`src/design/rv32_pkg.sv`:
```
// shared types, opcodes and state encoding for the rv32im execute step unit
package rv32_pkg;

    localparam int XLEN = 32;
    localparam int REG_COUNT = 32;
    localparam int REG_AW = 5;
    localparam int S_TDATA_W = 104;
    localparam int M_TDATA_W = 176;

    localparam logic [6:0] OP_REG    = 7'h33;
    localparam logic [6:0] OP_IMM    = 7'h13;
    localparam logic [6:0] OP_LOAD   = 7'h03;
    localparam logic [6:0] OP_STORE  = 7'h23;
    localparam logic [6:0] OP_BRANCH = 7'h63;
    localparam logic [6:0] OP_JAL    = 7'h6f;
    localparam logic [6:0] OP_JALR   = 7'h67;
    localparam logic [6:0] OP_LUI    = 7'h37;
    localparam logic [6:0] OP_AUIPC  = 7'h17;
    localparam logic [6:0] OP_SYSTEM = 7'h73;
    localparam logic [31:0] EBREAK_WORD = 32'h0010_0073;
    localparam logic [31:0] SIGN32 = 32'h8000_0000;

    localparam logic CMD_EXEC = 1'b0;
    localparam logic CMD_LOAD_RET = 1'b1;

    typedef enum logic [2:0] {
        ST_IDLE,
        ST_READ,
        ST_EXEC,
        ST_DSTART,
        ST_DIV,
        ST_WRITE,
        ST_OUT
    } state_t;

    typedef struct packed {
        logic capture;
        logic rf_read;
        logic exec;
        logic div_start;
        logic div_step;
        logic commit;
    } ctrl_t;

    typedef struct packed {
        logic is_div;
        logic div_done;
    } stat_t;

    typedef struct packed {
        logic [31:0] next_pc;
        logic        mem_read;
        logic        mem_write;
        logic [31:0] mem_addr;
        logic [1:0]  mem_size;
        logic [31:0] mem_wdata;
        logic        halt;
        logic [31:0] halt_code;
        logic        invalid;
        logic        wb_valid;
        logic [4:0]  wb_index;
        logic [31:0] wb_value;
    } result_t;

endpackage

```
`src/design/rv32_ctrl.sv`:
```
// sequencing state machine of the execute step unit
module rv32_ctrl (
    input  logic            aclk,
    input  logic            aresetn,
    input  logic            s_fire,
    input  logic            m_fire,
    input  rv32_pkg::stat_t stat,
    output rv32_pkg::ctrl_t ctrl,
    output logic            s_ready,
    output logic            m_valid
);
    import rv32_pkg::*;

    state_t state_reg, state_next;

    always_comb begin
        state_next = state_reg;
        case (state_reg)
            ST_IDLE: if (s_fire) state_next = ST_READ;
            ST_READ: state_next = ST_EXEC;
            ST_EXEC: state_next = stat.is_div ? ST_DSTART : ST_WRITE;
            ST_DSTART: state_next = ST_DIV;
            ST_DIV: if (stat.div_done) state_next = ST_WRITE;
            ST_WRITE: state_next = ST_OUT;
            ST_OUT: if (m_fire) state_next = ST_IDLE;
            default: state_next = ST_IDLE;
        endcase
    end

    always_comb begin
        ctrl = '0;
        s_ready = 1'b0;
        m_valid = 1'b0;
        case (state_reg)
            ST_IDLE: begin
                s_ready = 1'b1;
                ctrl.capture = s_fire;
            end
            ST_READ: ctrl.rf_read = 1'b1;
            ST_EXEC: begin
                ctrl.exec = 1'b1;
            end
            // divider loaded once the operands are latched
            ST_DSTART: ctrl.div_start = 1'b1;
            ST_DIV: ctrl.div_step = 1'b1;
            ST_WRITE: ctrl.commit = 1'b1;
            ST_OUT: m_valid = 1'b1;
            default: ;
        endcase
    end

    always_ff @(posedge aclk) begin
        if (!aresetn) begin
            state_reg <= ST_IDLE;
        end else begin
            state_reg <= state_next;
        end
    end
endmodule

```
`config.mk`:
```
export PLATFORM = sky130hd
export DESIGN_NAME = rv32_ctrl
export DESIGN_NICKNAME = d
export VERILOG_FILES = /design/src/design/rv32_pkg.sv /design/src/design/rv32_ctrl.sv
export SDC_FILE = /design/constraint.sdc
export NUM_CORES = 1
export LEC_CHECK = 0
export CORE_AREA = 2 2 39 41
export CTS_CLUSTER_DIAMETER = 200
export CTS_CLUSTER_SIZE = 16
export DETAILED_ROUTE_END_ITERATION = 12
export DIE_AREA = 0 0 41 43
export DONT_BUFFER_PORTS = 1
export GPL_ROUTABILITY_DRIVEN = 0
export MAX_ROUTING_LAYER = met4
export PLACE_DENSITY = 0.31
export SLEW_MARGIN = 20
export SYNTH_ARGS = -nofsm -noshare
export SYNTH_HDL_FRONTEND = slang
export SYNTH_SLANG_ARGS = --single-unit
```
`constraint.sdc`:
```
create_clock -name aclk -period 1.34 [get_ports aclk]
set_clock_uncertainty 0.2 [all_clocks]
set_input_delay 0.134 -clock aclk [delete_from_list [all_inputs] [get_ports aclk]]
set_output_delay 0.134 -clock aclk [all_outputs]
set_load 0.005 [all_outputs]
```
==> key figures <==
Setup path
  • WP data required: 1.01 ns
  • Crit path max-delay family: simple AND/OR/NAND/NOR gates
  • CP max stage cell: dfxtp_2
  • Cell Chain, Critical Path: buf_6 > nor3_4 > and2_4
  • Startpoint Class: flip-flop
  • R2R cell count: 4
  • Crit-path max FO: 5
  • Critical Path Stages: 3
  • WS Path Type: flip-flop to primary output
  • Slowest stage delay, CP: roughly 0.33 ns
  • Crit path capture type: primary output
  • Arr. time, crit path: 1.05 ns
  • CP Buf/Inv Count: 1

Power and ir drop
  • Final Power: 560 uW
  • Max VDD drop: ~0.44 mV
  • Leakage Power: 0.176 nW
  • Cell Pwr Density: approximately 1300 nW/um2

Timing
  • RSZ-0062 raised after global routing: yes
  • Final setup vio count: 1
  • Fin crit share: 104%
  • Setup ws final: -0.0472 ns
  • Aggregate negative setup slack: -0.0472 ns
  • Tmin final: 1.39 ns
  • Relative slew slack: 80.4%
  • Final Max Tran Viols: 0
  • Hold Fails Final Rpt: 0
  • Slew @ Worst Pin: 0.289 ns
  • Max Clk Rate: 721 MHz

Clock tree
  • CTS Sinks: 3
  • Clock slew at reported path FFs: 0.04 ns
  • Clock Tree Buf Depth: 2
  • CTS Buf Count: 3
  • Root Buffer: clkbuf_4
  • H-tree levels: 1
  • CTS tree: yes
  • Clock Latency Late Sink: 0.23 ns

Routing
  • Initial DRT Pass Iterations: 3
  • Via count: between 200 and 300
  • Iter 0 DRT Violations: 3
  • ANT nets after route: 0
  • DR WL/cell: 12.0 um
  • Routed WL: 718 um
  • Avg Vias per Cell: between 4 and 5
  • DR DRC count: 0

Cells and area
  • Layout Cells excl Fill: 60
  • Layout area overhead: 84.7%
  • Nets: 51
  • Most common cell after layout, fill and taps aside: dlygate4sd3_1
  • Most frequent cells in the layout: 5 x dlygate4sd3_1, 4 x buf_6, 3 x nor2_1, 3 x clkbuf_4, 3 x buf_4
  • ANT cells: 0
  • Fill count: ~160
  • Final Cell Area: 423 um2
  • Max reg flops: 3
  • Layout cells sized above 1: 52.3%

Outcome
  • Failing checks: setup timing
  • Status: finished with violations

Hold path
  • HP Class: input pin to flip-flop
  • Hold Path Depth: 3

Place
  • # port buffers: 0
  • Hpwl dp: 469 um
  • Placed cell count: 47
  • Dpl ws: 0.0774 ns
  • Cell Area, Placed: 264 um2

Synth
  • Syn nets: 36
  • Synth Area per Inst: 7.63 um2
  • FF+latch count, synth: 3
  • Largest area contributor in the netlist: dfxtp_1
  • Post-synthesis instance area: between 200 and 250 um2
  • Synthesized instance count: 30
  • YS warnings: 0
  • Post-synthesis sequential area ratio: 26.2%
  • Synth top area cells: dfxtp_1 26%, nor2_1 8.2%, buf_2 6.6%
  • Post-synth top area share: about a quarter
  • Unique cell type count in the Yosys netlist: 17

Floorplan
  • Row cnt: 14
  • Starting Density: 16.5%
  • Core area: 1380 um2
  • Die Wd: 41 um
  • Full die area: 1760 um2
  • I/O pin count: 14
  • Die height: between 40 and 50 um

Global route
  • Via count of the first global-routing pass: 250
  • Largest net degree at the start of global routing: 11
  • Initial antenna violation count: 0
  • First-pass GRT wire length: about 1.0 mm
  • GRT overflow: 0
  • Gr usage total: 8.83%

Job
  • Total of max-cap violations: 0
layer usage:
| layer | GRT usage (%) | vias to the layer above | wire length (um) |
|---|---|---|---|
| met3 | 4.19 | 0 | 45 |
| met1 | 8.31 | 132 | 282 |
| li1 | - | 132 | - |
| met4 | 6.67 | 0 | 0 |
| met2 | 13.1 | 9 | 390 |
| met5 | - | - | 0 |
power by group:
part	leakage [nW]	internal, mW	switching [mW]
sequential	0.0261	0.112	0.0179
combinational	0.135	0.148	0.123
clock	0.0150	0.112	0.0474
total	0.176	0.371	0.189
final timing paths:
kind / startpoint / end / slack, ns
min reg2reg: state_reg[0]$_SDFFE_PN0P_ / state_reg[0]$_SDFFE_PN0P_ / 0.38
max reg2reg: state_reg[1]$_SDFFE_PN0P_ / state_reg[1]$_SDFFE_PN0P_ / 0.01
max: state_reg[2]$_SDFFE_PN0P_ / ctrl[5] / -0.05
min: stat[0] / state_reg[1]$_SDFFE_PN0P_ / 0.05
worst min-delay path: stages:
cell and delay (ns):
mux2_4 0.13, o31ai_4 0.06, a21oi_2 0.11
what timing repair did:
item | CTS | global route
endpoints found under the hold margin | 3 | 0
hold buffers | 5 | 0
buffers inserted | 2 | 1
cloned | 0 | 1
gates resized for setup | 7 | 9
pin swaps | 2 | 4
endpoints found under the setup margin | 4 | 9
kinds of logic after synthesis:
logic type | Yosys count | share of synthesized area (%)
and+or+nand+nor | 15 | 36.6
AOI/OAI and AO/OA | 7 | 22.4
buffers and inverters | 4 | 8.19
DFF | 3 | 26.2
muxes | 1 | 6.56
through the flow:
step | hold slack, ns | utilization, %
final | 0.0497 | 30.6
after global routing | 0.0531 | 30.6
after CTS | 0.0374 | 27.3
after detailed placement | 0.0845 | 19.1
after global placement | 0.0854 | 19.1
after floorplan | 0.0676 | -
cell type report:
type | count | area, um2 | share of cell area [%]
multi-input cells | 23 | 184 | 43.5
inverters | 1 | 3.75 | 0.888
repair buffers | 13 | 123 | 29.0
clock buffers | 4 | 26.3 | 6.21
well taps | 16 | 20.0 | 4.73
flip-flops and latches | 3 | 66.3 | 15.7
cell usage after synthesis:
master,number
nand2_1,2
o21ai_1,2
o31ai_2,1
and2_1,2
nor3b_1,2
nor3_1,1
inv_1,1
nand2b_1,1
nor2_1,5
and3b_1,1
dfxtp_1,3
mux2_4,1
buf_2,3
a21oi_1,2
nor3_2,1
a221o_1,1
o311ai_1,1
Power figures use the tool's default switching activity.
